<file path="src/sv/isp65_pkg.sv">
`default_nettype none
package isp65_pkg;

  typedef enum logic [6:0] {
    MN_ADC, MN_AND, MN_ASL, MN_BCC, MN_BCS, MN_BEQ, MN_BIT, MN_BMI, MN_BNE, MN_BPL, MN_BRA,
    MN_BRK, MN_BVC, MN_BVS, MN_CLC, MN_CLD, MN_CLI, MN_CLV, MN_CMP, MN_CPX, MN_CPY, MN_DEC,
    MN_DEX, MN_DEY, MN_EOR, MN_INC, MN_INX, MN_INY, MN_JMP, MN_JSR, MN_LDA, MN_LDX, MN_LDY,
    MN_LSR, MN_NOP, MN_ORA, MN_PHA, MN_PHP, MN_PHX, MN_PHY, MN_PLA, MN_PLP, MN_PLX, MN_PLY,
    MN_ROL, MN_ROR, MN_RTI, MN_RTS, MN_SBC, MN_SEC, MN_SED, MN_SEI, MN_STA, MN_STP, MN_STX,
    MN_STY, MN_STZ, MN_TAX, MN_TAY, MN_TRB, MN_TSB, MN_TSX, MN_TXA, MN_TXS, MN_TYA, MN_WAI,
    MN_UND
  } mnem_e;

  typedef enum logic [3:0] {
    AM_IMP, AM_ACC, AM_REL, AM_IMM, AM_ZP, AM_ZPX, AM_ZPY, AM_ZIX, AM_ZIY, AM_ZI,
    AM_AB, AM_ABX, AM_ABY, AM_AI, AM_AIX
  } mode_e;

  localparam logic [15:0] BranchBias = 16'd2;

  typedef struct packed {
    logic [7:0] code_byte;
  } in_word_t;

  typedef struct packed {
    logic [15:0] instr_address;
    logic [7:0]  opcode;
    logic [6:0]  mnemonic;
    logic [3:0]  addr_mode;
    logic [7:0]  operand_low;
    logic [7:0]  operand_high;
    logic [1:0]  instr_length;
    logic [15:0] branch_target;
  } out_word_t;

  typedef struct packed {
    mnem_e mnem;
    mode_e mode;
  } op_info_t;

  function automatic logic [1:0] mode_length(mode_e m);
    logic [1:0] len;
    unique case (m) inside
      AM_IMP, AM_ACC: len = 2'd1;
      AM_REL, AM_IMM, AM_ZP, AM_ZPX, AM_ZPY, AM_ZIX, AM_ZIY, AM_ZI: len = 2'd2;
      default: len = 2'd3;
    endcase
    return len;
  endfunction

  function automatic op_info_t op_lookup(logic [7:0] op);
    op_info_t r;
    r = '{mnem: MN_UND, mode: AM_IMP};
    unique case (op)
      8'h00: r = '{MN_BRK, AM_IMP}; 8'h01: r = '{MN_ORA, AM_ZIX};
      8'h04: r = '{MN_TSB, AM_ZP};  8'h05: r = '{MN_ORA, AM_ZP};
      8'h06: r = '{MN_ASL, AM_ZP};  8'h08: r = '{MN_PHP, AM_IMP};
      8'h09: r = '{MN_ORA, AM_IMM}; 8'h0A: r = '{MN_ASL, AM_ACC};
      8'h0C: r = '{MN_TSB, AM_AB};  8'h0D: r = '{MN_ORA, AM_AB};
      8'h0E: r = '{MN_ASL, AM_AB};
      8'h10: r = '{MN_BPL, AM_REL}; 8'h11: r = '{MN_ORA, AM_ZIY};
      8'h12: r = '{MN_ORA, AM_ZI};  8'h14: r = '{MN_TRB, AM_ZP};
      8'h15: r = '{MN_ORA, AM_ZPX}; 8'h16: r = '{MN_ASL, AM_ZPX};
      8'h18: r = '{MN_CLC, AM_IMP}; 8'h19: r = '{MN_ORA, AM_ABY};
      8'h1A: r = '{MN_INC, AM_ACC}; 8'h1C: r = '{MN_TRB, AM_AB};
      8'h1D: r = '{MN_ORA, AM_ABX}; 8'h1E: r = '{MN_ASL, AM_ABX};
      8'h20: r = '{MN_JSR, AM_AB};  8'h21: r = '{MN_AND, AM_ZIX};
      8'h24: r = '{MN_BIT, AM_ZP};  8'h25: r = '{MN_AND, AM_ZP};
      8'h26: r = '{MN_ROL, AM_ZP};  8'h28: r = '{MN_PLP, AM_IMP};
      8'h29: r = '{MN_AND, AM_IMM}; 8'h2A: r = '{MN_ROL, AM_ACC};
      8'h2C: r = '{MN_BIT, AM_AB};  8'h2D: r = '{MN_AND, AM_AB};
      8'h2E: r = '{MN_ROL, AM_AB};
      8'h30: r = '{MN_BMI, AM_REL}; 8'h31: r = '{MN_AND, AM_ZIY};
      8'h32: r = '{MN_AND, AM_ZI};  8'h34: r = '{MN_BIT, AM_ZPX};
      8'h35: r = '{MN_AND, AM_ZPX}; 8'h36: r = '{MN_ROL, AM_ZPX};
      8'h38: r = '{MN_SEC, AM_IMP}; 8'h39: r = '{MN_AND, AM_ABY};
      8'h3A: r = '{MN_DEC, AM_ACC}; 8'h3C: r = '{MN_BIT, AM_ABX};
      8'h3D: r = '{MN_AND, AM_ABX}; 8'h3E: r = '{MN_ROL, AM_ABX};
      8'h40: r = '{MN_RTI, AM_IMP}; 8'h41: r = '{MN_EOR, AM_ZIX};
      8'h44: r = '{MN_UND, AM_ZP};  8'h45: r = '{MN_EOR, AM_ZP};
      8'h46: r = '{MN_LSR, AM_ZP};  8'h48: r = '{MN_PHA, AM_IMP};
      8'h49: r = '{MN_EOR, AM_IMM}; 8'h4A: r = '{MN_LSR, AM_ACC};
      8'h4C: r = '{MN_JMP, AM_AB};  8'h4D: r = '{MN_EOR, AM_AB};
      8'h4E: r = '{MN_LSR, AM_AB};
      8'h50: r = '{MN_BVC, AM_REL}; 8'h51: r = '{MN_EOR, AM_ZIY};
      8'h52: r = '{MN_EOR, AM_ZI};  8'h54: r = '{MN_UND, AM_ZP};
      8'h55: r = '{MN_EOR, AM_ZPX}; 8'h56: r = '{MN_LSR, AM_ZPX};
      8'h58: r = '{MN_CLI, AM_IMP}; 8'h59: r = '{MN_EOR, AM_ABY};
      8'h5A: r = '{MN_PHY, AM_IMP}; 8'h5C: r = '{MN_UND, AM_AB};
      8'h5D: r = '{MN_EOR, AM_ABX}; 8'h5E: r = '{MN_LSR, AM_ABX};
      8'h60: r = '{MN_RTS, AM_IMP}; 8'h61: r = '{MN_ADC, AM_ZIX};
      8'h64: r = '{MN_STZ, AM_ZP};  8'h65: r = '{MN_ADC, AM_ZP};
      8'h66: r = '{MN_ROR, AM_ZP};  8'h68: r = '{MN_PLA, AM_IMP};
      8'h69: r = '{MN_ADC, AM_IMM}; 8'h6A: r = '{MN_ROR, AM_ACC};
      8'h6C: r = '{MN_JMP, AM_AI};  8'h6D: r = '{MN_ADC, AM_AB};
      8'h6E: r = '{MN_ROR, AM_AB};
      8'h70: r = '{MN_BVS, AM_REL}; 8'h71: r = '{MN_ADC, AM_ZIY};
      8'h72: r = '{MN_ADC, AM_ZI};  8'h74: r = '{MN_STZ, AM_ZPX};
      8'h75: r = '{MN_ADC, AM_ZPX}; 8'h76: r = '{MN_ROR, AM_ZPX};
      8'h78: r = '{MN_SEI, AM_IMP}; 8'h79: r = '{MN_ADC, AM_ABY};
      8'h7A: r = '{MN_PLY, AM_IMP}; 8'h7C: r = '{MN_JMP, AM_AIX};
      8'h7D: r = '{MN_ADC, AM_ABX}; 8'h7E: r = '{MN_ROR, AM_ABX};
      8'h80: r = '{MN_BRA, AM_REL}; 8'h81: r = '{MN_STA, AM_ZIX};
      8'h84: r = '{MN_STY, AM_ZP};  8'h85: r = '{MN_STA, AM_ZP};
      8'h86: r = '{MN_STX, AM_ZP};  8'h88: r = '{MN_DEY, AM_IMP};
      8'h89: r = '{MN_BIT, AM_IMM}; 8'h8A: r = '{MN_TXA, AM_IMP};
      8'h8C: r = '{MN_STY, AM_AB};  8'h8D: r = '{MN_STA, AM_AB};
      8'h8E: r = '{MN_STX, AM_AB};
      8'h90: r = '{MN_BCC, AM_REL}; 8'h91: r = '{MN_STA, AM_ZIY};
      8'h92: r = '{MN_STA, AM_ZI};  8'h94: r = '{MN_STY, AM_ZPX};
      8'h95: r = '{MN_STA, AM_ZPX}; 8'h96: r = '{MN_STX, AM_ZPY};
      8'h98: r = '{MN_TYA, AM_IMP}; 8'h99: r = '{MN_STA, AM_ABY};
      8'h9A: r = '{MN_TXS, AM_IMP}; 8'h9C: r = '{MN_STZ, AM_AB};
      8'h9D: r = '{MN_STA, AM_ABX}; 8'h9E: r = '{MN_STZ, AM_ABX};
      8'hA0: r = '{MN_LDY, AM_IMM}; 8'hA1: r = '{MN_LDA, AM_ZIX};
      8'hA2: r = '{MN_LDX, AM_IMM}; 8'hA4: r = '{MN_LDY, AM_ZP};
      8'hA5: r = '{MN_LDA, AM_ZP};  8'hA6: r = '{MN_LDX, AM_ZP};
      8'hA8: r = '{MN_TAY, AM_IMP}; 8'hA9: r = '{MN_LDA, AM_IMM};
      8'hAA: r = '{MN_TAX, AM_IMP}; 8'hAC: r = '{MN_LDY, AM_AB};
      8'hAD: r = '{MN_LDA, AM_AB};  8'hAE: r = '{MN_LDX, AM_AB};
      8'hB0: r = '{MN_BCS, AM_REL}; 8'hB1: r = '{MN_LDA, AM_ZIY};
      8'hB2: r = '{MN_LDA, AM_ZI};  8'hB4: r = '{MN_LDY, AM_ZPX};
      8'hB5: r = '{MN_LDA, AM_ZPX}; 8'hB6: r = '{MN_LDX, AM_ZPY};
      8'hB8: r = '{MN_CLV, AM_IMP}; 8'hB9: r = '{MN_LDA, AM_ABY};
      8'hBA: r = '{MN_TSX, AM_IMP}; 8'hBC: r = '{MN_LDY, AM_ABX};
      8'hBD: r = '{MN_LDA, AM_ABX}; 8'hBE: r = '{MN_LDX, AM_ABY};
      8'hC0: r = '{MN_CPY, AM_IMM}; 8'hC1: r = '{MN_CMP, AM_ZIX};
      8'hC4: r = '{MN_CPY, AM_ZP};  8'hC5: r = '{MN_CMP, AM_ZP};
      8'hC6: r = '{MN_DEC, AM_ZP};  8'hC8: r = '{MN_INY, AM_IMP};
      8'hC9: r = '{MN_CMP, AM_IMM}; 8'hCA: r = '{MN_DEX, AM_IMP};
      8'hCB: r = '{MN_WAI, AM_IMP}; 8'hCC: r = '{MN_CPY, AM_AB};
      8'hCD: r = '{MN_CMP, AM_AB};  8'hCE: r = '{MN_DEC, AM_AB};
      8'hD0: r = '{MN_BNE, AM_REL}; 8'hD1: r = '{MN_CMP, AM_ZIY};
      8'hD2: r = '{MN_CMP, AM_ZI};  8'hD4: r = '{MN_UND, AM_ZP};
      8'hD5: r = '{MN_CMP, AM_ZPX}; 8'hD6: r = '{MN_DEC, AM_ZPX};
      8'hD8: r = '{MN_CLD, AM_IMP}; 8'hD9: r = '{MN_CMP, AM_ABY};
      8'hDA: r = '{MN_PHX, AM_IMP}; 8'hDB: r = '{MN_STP, AM_IMP};
      8'hDC: r = '{MN_UND, AM_AB};  8'hDD: r = '{MN_CMP, AM_ABX};
      8'hDE: r = '{MN_DEC, AM_ABX};
      8'hE0: r = '{MN_CPX, AM_IMM}; 8'hE1: r = '{MN_SBC, AM_ZIX};
      8'hE4: r = '{MN_CPX, AM_ZP};  8'hE5: r = '{MN_SBC, AM_ZP};
      8'hE6: r = '{MN_INC, AM_ZP};  8'hE8: r = '{MN_INX, AM_IMP};
      8'hE9: r = '{MN_SBC, AM_IMM}; 8'hEA: r = '{MN_NOP, AM_IMP};
      8'hEC: r = '{MN_CPX, AM_AB};  8'hED: r = '{MN_SBC, AM_AB};
      8'hEE: r = '{MN_INC, AM_AB};
      8'hF0: r = '{MN_BEQ, AM_REL}; 8'hF1: r = '{MN_SBC, AM_ZIY};
      8'hF2: r = '{MN_SBC, AM_ZI};  8'hF4: r = '{MN_UND, AM_ZP};
      8'hF5: r = '{MN_SBC, AM_ZPX}; 8'hF6: r = '{MN_INC, AM_ZPX};
      8'hF8: r = '{MN_SED, AM_IMP}; 8'hF9: r = '{MN_SBC, AM_ABY};
      8'hFA: r = '{MN_PLX, AM_IMP}; 8'hFC: r = '{MN_UND, AM_AB};
      8'hFD: r = '{MN_SBC, AM_ABX}; 8'hFE: r = '{MN_INC, AM_ABX};
      default: r = '{MN_UND, AM_IMP};
    endcase
    return r;
  endfunction

endpackage
`default_nettype wire

</file>
<file path="src/sv/isp65_stream_if.sv">
`default_nettype none
interface isp65_stream_if #(
  parameter type word_t = logic
);
  logic  valid;
  logic  ready;
  word_t data;

  modport source (output valid, output data, input ready);
  modport sink   (input valid, input data, output ready);
endinterface
`default_nettype wire

</file>
<file path="src/sv/isp65_collect.sv">
`default_nettype none
module isp65_collect (
  input  logic                  clk_i,
  input  logic                  rst_ni,
  input  logic                  cfg_we_i,
  input  logic [15:0]           cfg_wdata_i,
  input  logic                  step_i,
  input  logic [7:0]            byte_i,
  output logic                  emit_o,
  output isp65_pkg::out_word_t  word_o
);
  import isp65_pkg::*;

  logic [1:0]  pend_q, pend_d;
  logic [15:0] addr_q, addr_d;
  logic [7:0]  op_q, op_d;
  logic [7:0]  lo_q, lo_d;
  mode_e       mode_q, mode_d;

  op_info_t    info;
  logic [7:0]  e_op, e_lo, e_hi;
  mode_e       e_mode;
  logic [1:0]  e_len;
  logic [15:0] target;

  assign info = op_lookup(pend_q == 2'd0 ? byte_i : op_q);

  always_comb begin
    pend_d = pend_q;
    addr_d = addr_q;
    op_d   = op_q;
    lo_d   = lo_q;
    mode_d = mode_q;
    emit_o = 1'b0;
    e_op   = op_q;
    e_mode = mode_q;
    e_lo   = 8'd0;
    e_hi   = 8'd0;
    if (pend_q == 2'd0) begin
      e_op   = byte_i;
      e_mode = info.mode;
    end
    e_len = mode_length(e_mode);
    if (step_i) begin
      if (pend_q == 2'd0) begin
        if (e_len == 2'd1) begin
          emit_o = 1'b1;
        end else begin
          op_d   = byte_i;
          mode_d = info.mode;
          lo_d   = 8'd0;
          pend_d = e_len - 2'd1;
        end
      end else if (pend_q == 2'd2) begin
        lo_d   = byte_i;
        pend_d = 2'd1;
      end else begin
        emit_o = 1'b1;
        if (e_len == 2'd3) begin
          e_lo = lo_q;
          e_hi = byte_i;
        end else begin
          e_lo = byte_i;
        end
      end
      if (emit_o) begin
        pend_d = 2'd0;
        addr_d = addr_q + {14'd0, e_len};
      end
    end
    if (cfg_we_i) begin
      addr_d = cfg_wdata_i;
      pend_d = 2'd0;
    end
  end

  assign target = (e_mode == AM_REL)
    ? addr_q + BranchBias + {{8{e_lo[7]}}, e_lo} : 16'd0;

  always_comb begin
    word_o.instr_address = addr_q;
    word_o.opcode        = e_op;
    word_o.mnemonic      = info.mnem;
    word_o.addr_mode     = e_mode;
    word_o.operand_low   = e_lo;
    word_o.operand_high  = e_hi;
    word_o.instr_length  = e_len;
    word_o.branch_target = target;
  end

  always_ff @(posedge clk_i or negedge rst_ni) begin
    if (!rst_ni) begin
      pend_q <= 2'd0;
      addr_q <= 16'd0;
      op_q   <= 8'd0;
      lo_q   <= 8'd0;
      mode_q <= AM_IMP;
    end else begin
      pend_q <= pend_d;
      addr_q <= addr_d;
      op_q   <= op_d;
      lo_q   <= lo_d;
      mode_q <= mode_d;
    end
  end
endmodule
`default_nettype wire

</file>
<file path="src/sv/instr_stream_predecoder_65c02_top.sv">
// channel | dir | word             | handshake
// in_s    | in  | code byte        | valid/ready
// out_s   | out | instruction rec. | valid/ready
// cfg     | in  | start address    | cfg_we_i, no wait
// one byte accepted per cycle unless the input stalls; a record is valid the cycle after its last byte is taken
// the output register refills in the cycle it is taken, so there are no bubbles
// input stalls only while a record is held and not taken
// reset clears collection state and sets the address to zero
`default_nettype none
module instr_stream_predecoder_65c02_top (
  input  logic        clk_i,
  input  logic        rst_ni,
  input  logic        cfg_we_i,
  input  logic [15:0] cfg_wdata_i,
  isp65_stream_if.sink   in_s,
  isp65_stream_if.source out_s
);
  import isp65_pkg::*;

  logic      step, emit;
  out_word_t rec;
  logic      ov_q;
  out_word_t od_q;

  assign in_s.ready = !ov_q || out_s.ready;
  assign step       = in_s.valid && in_s.ready;

  isp65_collect u_collect (
    .clk_i       (clk_i),
    .rst_ni      (rst_ni),
    .cfg_we_i    (cfg_we_i),
    .cfg_wdata_i (cfg_wdata_i),
    .step_i      (step),
    .byte_i      (in_s.data.code_byte),
    .emit_o      (emit),
    .word_o      (rec)
  );

  always_ff @(posedge clk_i or negedge rst_ni) begin
    if (!rst_ni) begin
      ov_q <= 1'b0;
    end else if (in_s.ready) begin
      ov_q <= emit;
    end
  end

  always_ff @(posedge clk_i) begin
    if (in_s.ready && emit) begin
      od_q <= rec;
    end
  end

  assign out_s.valid = ov_q;
  assign out_s.data  = od_q;

  a_stall_hold: assert property (@(posedge clk_i) disable iff (!rst_ni)
    ov_q && !out_s.ready |=> ov_q && $stable(od_q))
    else $error("held record changed");
  a_len: assert property (@(posedge clk_i) disable iff (!rst_ni)
    ov_q |-> od_q.instr_length != 2'd0)
    else $error("bad length");
  a_tgt: assert property (@(posedge clk_i) disable iff (!rst_ni)
    ov_q && od_q.addr_mode != AM_REL |-> od_q.branch_target == 16'd0)
    else $error("stray branch target");
endmodule
`default_nettype wire

</file>
<file path="src/flat_wrapper.sv">
// flat-port wrapper written by rule: the top's interface ports become plain ports
module instr_stream_predecoder_65c02_top_flat import isp65_pkg::*;
  (clk_i, rst_ni, cfg_we_i, cfg_wdata_i, in_s_valid, in_s_data, in_s_ready, out_s_valid, out_s_data, out_s_ready);
  isp65_stream_if #(.word_t(in_word_t)) in_s_i ();
  isp65_stream_if #(.word_t(out_word_t)) out_s_i ();
  input  logic clk_i;
  input  logic rst_ni;
  input  logic cfg_we_i;
  input  logic [15:0] cfg_wdata_i;
  input wire logic [$bits(in_s_i.valid)-1:0] in_s_valid;
  input wire logic [$bits(in_s_i.data)-1:0] in_s_data;
  output wire logic [$bits(in_s_i.ready)-1:0] in_s_ready;
  output wire logic [$bits(out_s_i.valid)-1:0] out_s_valid;
  output wire logic [$bits(out_s_i.data)-1:0] out_s_data;
  input wire logic [$bits(out_s_i.ready)-1:0] out_s_ready;
  assign in_s_i.valid = in_s_valid;
  assign in_s_i.data = in_s_data;
  assign in_s_ready = in_s_i.ready;
  assign out_s_valid = out_s_i.valid;
  assign out_s_data = out_s_i.data;
  assign out_s_i.ready = out_s_ready;
  instr_stream_predecoder_65c02_top u_core (.clk_i(clk_i), .rst_ni(rst_ni), .cfg_we_i(cfg_we_i), .cfg_wdata_i(cfg_wdata_i), .in_s(in_s_i), .out_s(out_s_i));
endmodule
</file>
<file path="config.mk">
export PLATFORM = sky130hd
export DESIGN_NAME = instr_stream_predecoder_65c02_top_flat
export DESIGN_NICKNAME = d
export VERILOG_FILES = /design/src/sv/isp65_pkg.sv /design/src/sv/isp65_stream_if.sv /design/src/sv/isp65_collect.sv /design/src/sv/instr_stream_predecoder_65c02_top.sv /design/src/flat_wrapper.sv
export SDC_FILE = /design/constraint.sdc
export NUM_CORES = 1
export LEC_CHECK = 0
export BUFFER_PORTS_ARGS = -buffer_cell sky130_fd_sc_hd__buf_2
export CORE_MARGIN = 2
export CORE_UTILIZATION = 64
export DETAILED_ROUTE_END_ITERATION = 8
export GPL_TIMING_DRIVEN = 0
export PLACE_DENSITY = 0.86
export SYNTH_ARGS = -nofsm -noshare
export SYNTH_HDL_FRONTEND = slang
export SYNTH_HIERARCHICAL = 1
export SYNTH_SLANG_ARGS = --single-unit
export TNS_END_PERCENT = 100
</file>
<file path="constraint.sdc">
create_clock -name clk_i -period 15.1 [get_ports clk_i]
set_input_delay 3.02 -clock clk_i [delete_from_list [all_inputs] [get_ports clk_i]]
set_output_delay 3.02 -clock clk_i [all_outputs]
set_load 0.1 [all_outputs]
</file>
==> results.json <==
{
  "drc": 0,
  "run_status": "finished, final reports clean",
  "finalHoldViolCount": 0,
  "floorplan.core_area_um2": 11400,
  "drt-vias-per-instance": 7.08,
  "grt_max_degree": 70,
  "period_needed_ps": 10830,
  "hold_removal_path_class": "reg2reg",
  "clock_skew_ps": 9.30,
  "ys_ff_latch": 108,
  "first_iter_violations": 1311,
  "postSynthAreaPerCell_um2": 9.09,
  "cts_setup_buffers": 0,
  "slowest_stage": "clkbuf_1",
  "hpwlAfterDp_mm": 17.9,
  "via_count_of_the_first_global_routing_pass": 7130,
  "critical_path_type": "in2reg",
  "startpoint_type": "input pin",
  "synth-edff-count": 69,
  "synth-main-ff-cell": "edfxtp_1",
  "insertion_delay_ps": 360,
  "timing.final.crit_share": 0.717,
  "detailedPlace.worstSlack_ps": 4260,
  "worstPathArrival_ps": 10940,
  "cts_tree": "yes",
  "max_slew_margin": 0.159,
  "place.port_buffers": 96,
  "timing.hold.worst_endpoint": "u_core/u_collect/mode_q[1]$_DFFE_PN0P_",
  "cts-buffers-inserted": 9,
  "overflow_after_grt": 0,
  "report.final.slew_viol_count": 0,
  "critical-path-max-stage-delay_ps": 670,
  "worstHoldPathCells": 1,
  "rsz0062_at_grt": "false",
  "grt_antenna_before_repair": 0,
  "timing.max_cap.violations": 0,
  "holdBufCountCts": 0,
  "worst_setup_path_end_kind": "flop",
  "clk_path_buf_depth": 2,
  "initial_utilization": 0.658,
  "data_required_time_of_the_worst_path_ps": 15220,
  "min_delay_startpoint": "u_core/u_collect/mode_q[1]$_DFFE_PN0P_",
  "die_height_um": 112,
  "master_cell_of_the_clock_root_buffer": "clkbuf_16",
  "worst_slew_pin_slew_ps": 1260,
  "postSynth.asyncResetShare": 0.361,
  "final_layout_size_suffix_gt1_frac": 0.175,
  "detailed_routing_iterations_pass_1": 7,
  "post_synth_inst_count": 827,
  "num_rows": 39,
  "critPathMaxFanout": 13,
  "cts.sinks": 108,
  "worst_setup_margin_ps": 4270,
  "grt_first_pass_wirelength_mm": 38.9,
  "die-width_um": 112,
  "clk_pin_slew_ps": 70,
  "synth-seq-area-share": 0.405,
  "die_area_um2": 12600,
  "final_wtd_congestion": 1.03,
  "synth_cell_type_count": 79,
  "area_growth_from_synthesis_to_layout_pct": 12.5,
  "layout.nets": 1006,
  "finalSetupTns_ps": 0,
  "r2r-end": "u_core/out_s.data[15]$_DFFE_PP_",
  "synth_fp_nets": 899,
  "final-setup-viol-count": 0,
  "crit_path_frequent_cell": "ha_1",
  "antenna_cells_inserted": 0,
  "htreeDepth": 3,
  "fmax_mhz": 92.4,
  "route.final.wire_length_mm": 25.4,
  "number_of_top_level_pins": 100,
  "ys_warn_count": 6,
  "vias": 7656,
  "worst_r2r_path_depth": 32,
  "syn-cell-area_um2": 7520,
  "crit-reg2reg-launch": "u_core/u_collect/pend_q[1]$_DFFE_PN0P_",
  "routedWlPerCell_um": 23.4,
  "final_antenna_net_count": 0,
  "cts_repair_resize_count": 0,
  "reg2reg_setup_slack_ps": 5400,
  "track_usage": 0.396
}
-- worst max path at each step --
stage          slack (ps)         start                              end
3_5_place_dp         4260  in_s_data[0]  u_core/out_s.data[15]$_DFFE_PP_
2_1_floorplan        6270  in_s_data[0]  u_core/out_s.data[15]$_DFFE_PP_
6_report             4270  in_s_data[0]  u_core/out_s.data[15]$_DFFE_PP_
5_1_grt              4040  in_s_data[0]  u_core/out_s.data[15]$_DFFE_PP_
4_1_cts              4590  in_s_data[0]  u_core/out_s.data[15]$_DFFE_PP_
3_3_place_gp         4460  in_s_data[0]  u_core/out_s.data[15]$_DFFE_PP_
-- routing by layer --
layer / track usage / vias up / wire, um
met5: 0 / - / 0
met3: 0.0907 / 153 / 3230
li1: - / 3266 / -
met2: 0.617 / 712 / 11300
met1: 0.534 / 3525 / 9480
met4: 0.176 / 0 / 1320
-- area by class of cell --
class | count | area (um^2)
Buffer | 64 | 298
Clock buffer | 10 | 229
Clock inverter | 6 | 46.3
Fill cell | 826 | 2960
Inverter | 30 | 113
Multi-Input combinational cell | 625 | 4060
Sequential cell | 108 | 3050
Tap cell | 143 | 179
Timing Repair Buffer | 96 | 480
-- worst max-delay path, delay by kind of cell --
family                     cells  cell delay, ps
muxes                          2             570
adders and majority gates      5            1290
and+or+nand+nor                4             410
AOI/OAI and AO/OA              9            3350
xor gates and xnor gates       2             370
buffers and inverters          7            1910
-- through the flow --
step,util,std cells,instance area (um^2),hold slack [ps]
2_1_floorplan,-,827,7520,480
3_3_place_gp,0.716,1066,8180,492
3_5_place_dp,0.716,1066,8180,501
4_1_cts,0.740,1082,8450,518
5_1_grt,0.740,1082,8450,535
6_report,0.740,1082,8450,522
-- cells in the mapped netlist (11+ instances only) --
master    instances  area, um^2
ha_1             41         513
a21oi_1          62         310
edfxtp_1         69        2070
xnor2_1          11        96.3
a31oi_1          15        93.8
mux2_2           15         169
clkbuf_1         40         150
mux2i_1          14         140
nor2_1           63         236
inv_1            26        97.6
xor2_1           18         158
nor3_1           14        70.1
o21ai_0          79         395
nand3_1          27         135
nand2_1          82         308
dfrtp_1          39         976
and3_1           16         100
-- state kept, by name, summed over array words and instances, names as in the netlist --
signal and flops:
u_core/u_collect/mode_q 4, u_core/u_collect/pend_q 2, u_core/u_collect/op_q 8, u_core/u_collect/addr_q 16, u_core/out_s.valid 1, u_core/out_s.data 69
u_core/u_collect/lo_q 8
-- logic make-up after synthesis --
| group | after synthesis | synth area share |
|---|---|---|
| xor+xnor | 29 | 0.0338 |
| mux | 29 | 0.0411 |
| compound gates | 258 | 0.217 |
| simple gates | 266 | 0.174 |
| fa+ha+maj | 43 | 0.0736 |
| flops | 108 | 0.405 |
| buf+inv | 94 | 0.0546 |
-- layout by cell type (no fill, tap or decap), types with 10 or more instances in the layout --
cell type,count
o21a_1,10
and3_1,16
ha_1,41
nand3_1,27
a31oi_1,15
mux2i_1,14
o21ai_0,79
xnor2_1,11
xor2_1,18
nor2_1,63
mux2_2,15
clkbuf_1,41
a21oi_1,62
nor3_1,14
dfrtp_1,39
inv_1,26
buf_2,106
edfxtp_1,69
nor2b_1,10
nand2_1,82
Power is not shown: default switching activity piles up to over one toggle a cycle in this logic, so the estimate is an artifact.
